$ cat src/sv/lsfc_pkg.sv
// Package with types, constants and codes of the latched serial frame capture block.
`default_nettype none
package lsfc_pkg;

  // Ring buffer geometry.
  localparam int unsigned RING_DEPTH = 1024;
  localparam int unsigned AW         = $clog2(RING_DEPTH);

  // Field widths.
  localparam int unsigned QT_W    = 16;
  localparam int unsigned FB_W    = 10;
  localparam int unsigned POS_W   = 10;
  localparam int unsigned TOTAL_W = 32;
  localparam int unsigned CIDX_W  = 8;
  localparam int unsigned CDAT_W  = 32;

  // Register reset values.
  localparam logic [QT_W-1:0] QUALIFY_TICKS_RST = 16'd300;
  localparam logic [FB_W-1:0] FRAME_BITS_RST    = 10'd96;

  // Register indexes.
  localparam logic [CIDX_W-1:0] CFG_QUALIFY_TICKS = 8'd0;
  localparam logic [CIDX_W-1:0] CFG_FRAME_BITS    = 8'd1;

  // Command and result kind codes.
  localparam logic CMD_SAMPLE = 1'b0;
  localparam logic CMD_READ   = 1'b1;
  localparam logic KIND_FRAME = 1'b0;
  localparam logic KIND_READ  = 1'b1;

  typedef enum logic [1:0] {
    PH_IDLE    = 2'd0,
    PH_QUALIFY = 2'd1,
    PH_CAPTURE = 2'd2
  } phase_e;

  typedef struct packed {
    logic             cmd;
    logic             latch_level;
    logic             clock_level;
    logic             data_level;
    logic [POS_W-1:0] read_index;
  } in_item_t;

  typedef struct packed {
    logic               kind;
    logic [POS_W-1:0]   frame_begin;
    logic [POS_W-1:0]   frame_end;
    logic [TOTAL_W-1:0] frame_total;
    logic               read_bit;
  } out_item_t;

  typedef struct packed {
    logic [CIDX_W-1:0] index;
    logic [CDAT_W-1:0] data;
  } cfg_item_t;

  // Write and read requests toward the bit memory.
  typedef struct packed {
    logic          we;
    logic [AW-1:0] waddr;
    logic          wdata;
    logic          re;
    logic [AW-1:0] raddr;
  } ram_req_t;

endpackage
`default_nettype wire

$ cat src/sv/lsfc_ifs.sv
// Valid/ready channel interfaces for samples, results and configuration writes.
`default_nettype none
interface lsfc_in_if;
  logic               valid;
  logic               ready;
  lsfc_pkg::in_item_t payload;
  modport source (output valid, output payload, input ready);
  modport sink   (input valid, input payload, output ready);
endinterface

interface lsfc_out_if;
  logic                valid;
  logic                ready;
  lsfc_pkg::out_item_t payload;
  modport source (output valid, output payload, input ready);
  modport sink   (input valid, input payload, output ready);
endinterface

interface lsfc_cfg_if;
  logic                valid;
  logic                ready;
  lsfc_pkg::cfg_item_t payload;
  modport source (output valid, output payload, input ready);
  modport sink   (input valid, input payload, output ready);
endinterface
`default_nettype wire

$ cat src/sv/latched_serial_frame_capture.sv
// Top level of the latched serial frame capture block.
//
//   channel   | dir | payload               | transaction
//   sample_i  | in  | in_item_t             | pin sample tick or buffer read request
//   result_o  | out | out_item_t            | frame report or read reply
//   cfg_i     | in  | cfg_item_t            | register write, always ready
//
// One sample or read request is accepted every cycle while stage one is free or
// advancing. A result passes the registered memory read and stage one, then the
// output register. Reset clears all control state; the buffer itself is not swept, a
// wrap flag and the write pointer mark which entries were written, and unwritten
// entries read as zero. A stalled output holds one result in the output register
// and one in the stage before it before the input channel drops ready.
`default_nettype none
module latched_serial_frame_capture (
  input  wire logic  clk_i,
  input  wire logic  rst_ni,
  lsfc_in_if.sink    sample_i,
  lsfc_out_if.source result_o,
  lsfc_cfg_if.sink   cfg_i
);
  import lsfc_pkg::*;

  // Configuration registers.
  logic [QT_W-1:0] qualify_ticks_q;
  logic [FB_W-1:0] frame_bits_q;

  // Capture state.
  phase_e             phase_q, phase_d;
  logic               prev_latch_q, prev_latch_d;
  logic               prev_clock_q, prev_clock_d;
  logic [QT_W-1:0]    qualify_count_q, qualify_count_d;
  logic [FB_W-1:0]    bit_count_q, bit_count_d;
  logic [AW-1:0]      write_ptr_q, write_ptr_d;
  logic               wrapped_q, wrapped_d;
  logic [AW-1:0]      frame_start_q, frame_start_d;
  logic [AW-1:0]      last_begin_q, last_begin_d;
  logic [AW-1:0]      last_end_q, last_end_d;
  logic [TOTAL_W-1:0] frame_counter_q, frame_counter_d;

  // Result pipeline.
  logic               s1_valid_q;
  logic               s1_kind_q;
  logic               s1_fill_q;
  logic [POS_W-1:0]   s1_begin_q, s1_end_q;
  logic [TOTAL_W-1:0] s1_total_q;
  logic               out_valid_q;
  out_item_t          out_q;

  logic       s1_adv, in_acc, smp, rd_req;
  logic       rise, fall, start_cap, frame_done, fill_ok;
  logic [QT_W-1:0] qc_inc;
  logic [FB_W-1:0] bc_inc;
  logic [AW-1:0]   wp_inc, rd_pos;
  ram_req_t   ram_req;
  logic       ram_rdata;

  // Handshakes.
  assign s1_adv         = s1_valid_q && (!out_valid_q || result_o.ready);
  assign sample_i.ready = !s1_valid_q || s1_adv;
  assign in_acc         = sample_i.valid && sample_i.ready;
  assign smp            = in_acc && (sample_i.payload.cmd == CMD_SAMPLE);
  assign rd_req         = in_acc && (sample_i.payload.cmd == CMD_READ);
  assign cfg_i.ready    = 1'b1;

  // Edge detection and counter increments.
  assign rise   = !prev_latch_q && sample_i.payload.latch_level;
  assign fall   = prev_clock_q && !sample_i.payload.clock_level;
  assign qc_inc = qualify_count_q + 16'd1;
  assign bc_inc = bit_count_q + 10'd1;
  assign wp_inc = (write_ptr_q == AW'(RING_DEPTH - 1)) ? '0 : write_ptr_q + AW'(1);

  assign start_cap = smp && (
      (phase_q == PH_IDLE && rise && qualify_ticks_q == '0) ||
      (phase_q == PH_QUALIFY && sample_i.payload.latch_level && qc_inc >= qualify_ticks_q));
  assign frame_done = smp && (phase_q == PH_CAPTURE) && fall && (bc_inc == frame_bits_q);

  // The read index field is exactly as wide as the ring address.
  assign rd_pos  = AW'(sample_i.payload.read_index);
  assign fill_ok = wrapped_q || (rd_pos < write_ptr_q);

  // Phase next state.
  always_comb begin
    phase_d = phase_q;
    if (smp) begin
      unique case (phase_q)
        PH_IDLE: begin
          if (rise) begin
            phase_d = (qualify_ticks_q == '0) ? PH_CAPTURE : PH_QUALIFY;
          end
        end
        PH_QUALIFY: begin
          if (!sample_i.payload.latch_level) begin
            phase_d = PH_IDLE;
          end else if (start_cap) begin
            phase_d = PH_CAPTURE;
          end
        end
        PH_CAPTURE: begin
          if (frame_done) begin
            phase_d = PH_IDLE;
          end
        end
        default: phase_d = PH_IDLE;
      endcase
    end
  end

  // Datapath updates and memory requests for an accepted transaction.
  always_comb begin
    prev_latch_d    = prev_latch_q;
    prev_clock_d    = prev_clock_q;
    qualify_count_d = qualify_count_q;
    bit_count_d     = bit_count_q;
    write_ptr_d     = write_ptr_q;
    wrapped_d       = wrapped_q;
    frame_start_d   = frame_start_q;
    last_begin_d    = last_begin_q;
    last_end_d      = last_end_q;
    frame_counter_d = frame_counter_q;
    ram_req.we      = 1'b0;
    ram_req.waddr   = write_ptr_q;
    ram_req.wdata   = sample_i.payload.data_level;
    ram_req.re      = rd_req;
    ram_req.raddr   = rd_pos;
    if (smp) begin
      prev_latch_d = sample_i.payload.latch_level;
      if (phase_q == PH_IDLE && rise) begin
        qualify_count_d = '0;
      end
      if (phase_q == PH_QUALIFY && sample_i.payload.latch_level) begin
        qualify_count_d = qc_inc;
      end
      if (phase_q == PH_CAPTURE) begin
        prev_clock_d = sample_i.payload.clock_level;
        if (fall) begin
          ram_req.we  = 1'b1;
          write_ptr_d = wp_inc;
          bit_count_d = bc_inc;
          if (write_ptr_q == AW'(RING_DEPTH - 1)) begin
            wrapped_d = 1'b1;
          end
        end
        if (frame_done) begin
          last_begin_d    = frame_start_q;
          last_end_d      = wp_inc;
          frame_counter_d = frame_counter_q + 32'd1;
        end
      end
      if (start_cap) begin
        prev_clock_d  = 1'b0;
        bit_count_d   = '0;
        frame_start_d = write_ptr_q;
      end
    end
  end

  // Configuration registers.
  always_ff @(posedge clk_i or negedge rst_ni) begin
    if (!rst_ni) begin
      qualify_ticks_q <= QUALIFY_TICKS_RST;
      frame_bits_q    <= FRAME_BITS_RST;
    end else if (cfg_i.valid) begin
      unique case (cfg_i.payload.index)
        CFG_QUALIFY_TICKS: qualify_ticks_q <= cfg_i.payload.data[QT_W-1:0];
        CFG_FRAME_BITS:    frame_bits_q    <= cfg_i.payload.data[FB_W-1:0];
        default: ;
      endcase
    end
  end

  // Capture state registers.
  always_ff @(posedge clk_i or negedge rst_ni) begin
    if (!rst_ni) begin
      phase_q         <= PH_IDLE;
      prev_latch_q    <= 1'b0;
      prev_clock_q    <= 1'b0;
      qualify_count_q <= '0;
      bit_count_q     <= '0;
      write_ptr_q     <= '0;
      wrapped_q       <= 1'b0;
      frame_start_q   <= '0;
      last_begin_q    <= '0;
      last_end_q      <= '0;
      frame_counter_q <= '0;
    end else begin
      phase_q         <= phase_d;
      prev_latch_q    <= prev_latch_d;
      prev_clock_q    <= prev_clock_d;
      qualify_count_q <= qualify_count_d;
      bit_count_q     <= bit_count_d;
      write_ptr_q     <= write_ptr_d;
      wrapped_q       <= wrapped_d;
      frame_start_q   <= frame_start_d;
      last_begin_q    <= last_begin_d;
      last_end_q      <= last_end_d;
      frame_counter_q <= frame_counter_d;
    end
  end

  // Ring buffer. A read and a write never share a cycle, so no forwarding is needed.
  lsfc_bit_ram u_ram (
    .clk_i   (clk_i),
    .req_i   (ram_req),
    .rdata_o (ram_rdata)
  );

  // Stage one waits for the memory read data.
  always_ff @(posedge clk_i or negedge rst_ni) begin
    if (!rst_ni) begin
      s1_valid_q <= 1'b0;
    end else if (rd_req || frame_done) begin
      s1_valid_q <= 1'b1;
    end else if (s1_adv) begin
      s1_valid_q <= 1'b0;
    end
  end

  always_ff @(posedge clk_i) begin
    if (rd_req || frame_done) begin
      s1_kind_q  <= rd_req ? KIND_READ : KIND_FRAME;
      s1_fill_q  <= fill_ok;
      s1_begin_q <= POS_W'(last_begin_d);
      s1_end_q   <= POS_W'(last_end_d);
      s1_total_q <= frame_counter_d;
    end
  end

  // Output register.
  always_ff @(posedge clk_i or negedge rst_ni) begin
    if (!rst_ni) begin
      out_valid_q <= 1'b0;
    end else if (s1_adv) begin
      out_valid_q <= 1'b1;
    end else if (result_o.ready) begin
      out_valid_q <= 1'b0;
    end
  end

  always_ff @(posedge clk_i) begin
    if (s1_adv) begin
      out_q.kind        <= s1_kind_q;
      out_q.frame_begin <= s1_begin_q;
      out_q.frame_end   <= s1_end_q;
      out_q.frame_total <= s1_total_q;
      out_q.read_bit    <= (s1_kind_q == KIND_READ) && s1_fill_q && ram_rdata;
    end
  end

  assign result_o.valid   = out_valid_q;
  assign result_o.payload = out_q;

`ifndef NO_ASSERTIONS
  // A completed frame advances the frame count by exactly one.
  a_count_step: assert property (@(posedge clk_i) disable iff (!rst_ni)
    frame_done |=> frame_counter_q == $past(frame_counter_q) + 32'd1)
    else $error("frame count did not advance on a completed frame");

  // The memory never sees a read and a write in the same cycle.
  a_ram_excl: assert property (@(posedge clk_i) disable iff (!rst_ni)
    !(ram_req.we && ram_req.re))
    else $error("ring buffer read and write collided");

  // Every accepted read request occupies stage one in the next cycle.
  a_read_lands: assert property (@(posedge clk_i) disable iff (!rst_ni)
    rd_req |=> s1_valid_q && s1_kind_q == KIND_READ)
    else $error("read request did not reach stage one");
`endif

endmodule
`default_nettype wire

$ cat src/sv/lsfc_bit_ram.sv
// One-bit-wide ring buffer memory with one write port and one registered read port.
`default_nettype none
module lsfc_bit_ram (
  input  wire logic               clk_i,
  input  wire lsfc_pkg::ram_req_t req_i,
  output logic                    rdata_o
);
  import lsfc_pkg::*;

  logic mem [RING_DEPTH];
  logic rdata_q;

  // Write and read in the same clocked block; the read data is registered.
  always_ff @(posedge clk_i) begin
    if (req_i.we) begin
      mem[req_i.waddr] <= req_i.wdata;
    end
    if (req_i.re) begin
      rdata_q <= mem[req_i.raddr];
    end
  end

  assign rdata_o = rdata_q;

endmodule
`default_nettype wire
$ cat src/flat_wrapper.sv
// flat-port wrapper written by rule: the top's interface ports become plain ports
module latched_serial_frame_capture_flat import lsfc_pkg::*;
  (clk_i, rst_ni, sample_i_valid, sample_i_payload, sample_i_ready, result_o_valid, result_o_payload, result_o_ready, cfg_i_valid, cfg_i_payload, cfg_i_ready);
  lsfc_in_if sample_i_i ();
  lsfc_out_if result_o_i ();
  lsfc_cfg_if cfg_i_i ();
  input  wire logic clk_i;
  input  wire logic rst_ni;
  input wire logic [$bits(sample_i_i.valid)-1:0] sample_i_valid;
  input wire logic [$bits(sample_i_i.payload)-1:0] sample_i_payload;
  output wire logic [$bits(sample_i_i.ready)-1:0] sample_i_ready;
  output wire logic [$bits(result_o_i.valid)-1:0] result_o_valid;
  output wire logic [$bits(result_o_i.payload)-1:0] result_o_payload;
  input wire logic [$bits(result_o_i.ready)-1:0] result_o_ready;
  input wire logic [$bits(cfg_i_i.valid)-1:0] cfg_i_valid;
  input wire logic [$bits(cfg_i_i.payload)-1:0] cfg_i_payload;
  output wire logic [$bits(cfg_i_i.ready)-1:0] cfg_i_ready;
  assign sample_i_i.valid = sample_i_valid;
  assign sample_i_i.payload = sample_i_payload;
  assign sample_i_ready = sample_i_i.ready;
  assign result_o_valid = result_o_i.valid;
  assign result_o_payload = result_o_i.payload;
  assign result_o_i.ready = result_o_ready;
  assign cfg_i_i.valid = cfg_i_valid;
  assign cfg_i_i.payload = cfg_i_payload;
  assign cfg_i_ready = cfg_i_i.ready;
  latched_serial_frame_capture u_core (.clk_i(clk_i), .rst_ni(rst_ni), .sample_i(sample_i_i), .result_o(result_o_i), .cfg_i(cfg_i_i));
endmodule
$ cat config.mk
export PLATFORM = sky130hd
export DESIGN_NAME = latched_serial_frame_capture_flat
export DESIGN_NICKNAME = d
export VERILOG_FILES = /design/src/sv/lsfc_pkg.sv /design/src/sv/lsfc_ifs.sv /design/src/sv/latched_serial_frame_capture.sv /design/src/sv/lsfc_bit_ram.sv /design/src/flat_wrapper.sv
export SDC_FILE = /design/constraint.sdc
export NUM_CORES = 2
export LEC_CHECK = 0
export BUFFER_PORTS_ARGS = -buffer_cell sky130_fd_sc_hd__buf_2
export CAP_MARGIN = 15
export CELL_PAD_IN_SITES_DETAIL_PLACEMENT = 1
export CELL_PAD_IN_SITES_GLOBAL_PLACEMENT = 1
export CORE_ASPECT_RATIO = 0.5
export CORE_MARGIN = 1.5
export CORE_UTILIZATION = 57
export CTS_CLUSTER_DIAMETER = 60
export DETAILED_ROUTE_END_ITERATION = 10
export HOLD_SLACK_MARGIN = 0.05
export PLACE_DENSITY_LB_ADDON = 0.15
export SLEW_MARGIN = 10
export SYNTH_ARGS = -nofsm -noshare
export SYNTH_HDL_FRONTEND = slang
export SYNTH_HIERARCHICAL = 1
export SYNTH_SLANG_ARGS = --single-unit
$ cat constraint.sdc
create_clock -name clk_i -period 8.1 [get_ports clk_i]
set_clock_uncertainty 0.2 [all_clocks]
set_input_delay 2.43 -clock clk_i [delete_from_list [all_inputs] [get_ports clk_i]]
set_output_delay 2.43 -clock clk_i [all_outputs]
set_load 0.05 [all_outputs]
==> flow_summary.yaml <==
logic_synthesis:
  synth-compound-area-share_pct: 3.40
  synth_top_family_by_area: "simple AND/OR/NAND/NOR gates"
  ys_seq_area_share_pct: 68.2
  synthMuxAreaShare_pct: 11.7
  async_reset_ff_share_pct: 10.4
  synth_ff_type: "edfxtp_1"
  synthAdderAreaFrac_pct: 0.663
  syn_nets: 4012
  ys_warn_count: 6
  synth_seq_cells: 1264
  netlist_instances: 3924
  synthSimpleGateAreaFrac_pct: 11.7
  postSynthAreaPerCell_um2: 14.0
  synthesis.area_um2: 54700
  ys_types: 72
  synthXorXnorAreaFrac_pct: 1.25
  synth_edf_count: 1133
detailed_routing:
  first_pass_iters: 5
  wl_per_cell_um: 30.7
  vias: 35000
  post_drt_via_cell_ratio: 6.65
  first_iter_violations: 5039
  routed_wl_mm: 162
  drc: 0
  antenna_left: 0
power:
  pwr_density_cell_nw_per_um2: 217
  vdd_drop_max_mv: 0.176
  p_leak_nw: 19.4
  power_mw: 12.9
die:
  core_um2: 95300
  io_pins: 116
  die-area_um2: 98000
  row_count: 80
  initial_core_util_pct: 57.4
  die_x_um: 441
  die_y_um: 222
clocking:
  root_buffer: "clkbuf_16"
  postCtsHoldBufs: 0
  cts_buffers: 108
  cts_tree: "done"
  post_cts_buffers: 0
  cts_sinks: 1264
  ctsResizeCount: 0
  clk_latency_ns: 0.73
  clk_path_buf_depth: 3
  clkTransAtPathRegs_ns: 0.07
  cts_max_level: 3
sta:
  hold-worst-slack_ns: 0.218
  finalSetupViolCount: 0
  hold_viol_final: 0
  rsz0062_at_grt: "false"
  fin_crit_sh_pct: 78.3
  fmax_ghz: 0.158
  min_period_ns: 6.34
  relSlewSlack_pct: 12.8
  drv_slew: 0
  setup_slack_ns: 1.76
  worst_slew_pin_slew_ns: 1.31
  tns_ns: 0
place:
  finalWeightedCongestion: 0.818
  dp.cells: 5059
  dpl.hpwl_mm: 91.3
  preCtsSetupSlack_ns: 1.24
  port_buffers: 98
grt:
  grt_pass1_vias: 36200
  track_usage_pct: 33.3
  grt_max_degree: 286
  grt_pass1_wl_mm: 238
  antenna_found_initial: 3
  overflow: 0
run:
  max_cap_violations: 0
critical_path:
  cp_max_fo: 89
  critPathKind: "primary input to flip-flop"
  crit_required_ns: 8.27
  cp_data_arrival_time_ns: 6.52
  cp-end-kind: "flip-flop"
  crit_family: "compound AO/OA/AOI/OAI gates"
  path_cells: "buf_8 -> nand2_2 -> buf_12 -> o221ai_1 -> a21oi_1 -> nor4_1 -> nor3_1 -> a311oi_1 -> o311ai_1 -> o2111ai_1"
  cp_num_buf_inv: 2
  critPathMaxStageDelay_ns: 0.64
  start_kind: "primary input"
  crit_slowest_cell: "a311oi_1"
layout:
  fin_cells: 5262
  final_cell_mix: "edfxtp_1 (1133), nor2_1 (1077), mux4_2 (200), nand2_1 (191), mux2i_1 (126)"
  regArea_um2: 37300
  drive_above_1_share_pct: 15.9
  syn_to_final_growth_pct: 9.12
  fillers: 8794
  layout_commonest_cell: "edfxtp_1"
  multi_input_area_um2: 15900
  final_nets: 3993
hold_path:
  hold_path_class: "flip-flop to flip-flop"
run_status:
  outcome: "completed"
## state kept, by name (all words and copies together) (netlist names), 16 cells and up
signal,count
u_core/u_ram/mem,1024
u_core/result_o.payload,54
u_core/frame_counter_q,32
u_core/s1_total_q,32
u_core/qualify_count_q,16
u_core/qualify_ticks_q,16
## per-layer routing
metal  share of wire (%)  up-vias  GRT usage (%)
li1                    -    14300              -
met1                  39    18400           47.2
met2                  47     1985           52.7
met3                  11      314           6.77
met4                 2.9        4           9.72
met5               0.017        -              0
## worst register-to-register path, stage by stage (launching register included)
cell     delay [ns]
dfrtp_1        0.45
nor2b_1        0.51
and3b_1        0.25
nand2_1        0.28
inv_2          0.30
buf_4          0.39
buf_4          0.33
nand3_2        0.63
buf_4          0.55
nor2_1         0.24
## path summary, 6_finish.rpt
check,from,end,slack [ns],cells past startpoint
max in group asynchronous,rst_ni,u_core/frame_counter_q[20],4.79,2
min,u_core/s1_begin_q[0],u_core/result_o.payload[43],0.22,0
max,sample_i_payload[1],u_core/u_ram/rdata_o,1.76,10
max reg2reg,u_core/phase_q[0],u_core/u_ram/mem[264],3.66,9
min in group asynchronous,rst_ni,u_core/qualify_ticks_q[11],1.49,1
min reg2reg,u_core/s1_begin_q[0],u_core/result_o.payload[43],0.22,0
## kinds of logic after synthesis
group / count (synthesis)
simple gates: 1547
flops: 1264
buf+inv: 365
mux: 364
compound gates: 277
xor+xnor: 77
fa+ha+maj: 29
other cells: 1
## layout make-up
cell class | instances | area share, %
antenna | 4 | 0.0168
tap | 1271 | 2.66
timing repair buffer | 199 | 2.48
clock buffer | 131 | 4.81
clock inverter | 61 | 0.752
inverter | 37 | 0.232
sequential | 1264 | 62.5
multi-input combinational | 2295 | 26.6
## cells in the mapped netlist (all sizes together), types with 31 or more instances
cell type	number	share of area, %
edfxtp	1133	62
nor2	1078	7.4
mux4	214	8.9
clkbuf	208	1.4
nand2	198	1.4
mux2i	126	2.3
dfrtp	125	5.7
buf	120	1.4
nand3	77	0.70
o21ai	67	0.61
nor3	52	0.48
a21oi	49	0.45
o221ai	49	0.78
xnor2	46	0.75
inv	35	0.24
xor2	31	0.50
## stage by stage
| stage | util [%] | instance area [µm²] |
|---|---|---|
| final | 62.7 | 59700 |
| after global routing | 62.7 | 59700 |
| after CTS | 62.5 | 59600 |
| after global placement | 59.0 | 56300 |
| after floorplan | - | 54700 |
| after detailed placement | 59.0 | 56300 |
## report_power, final
group | total (mW) | internal (mW) | switching [mW]
clock network | 5.08 | 2.70 | 2.38
registers | 7.17 | 7.15 | 0.0267
logic | 0.682 | 0.222 | 0.460
Power figures use the tool's default switching activity.
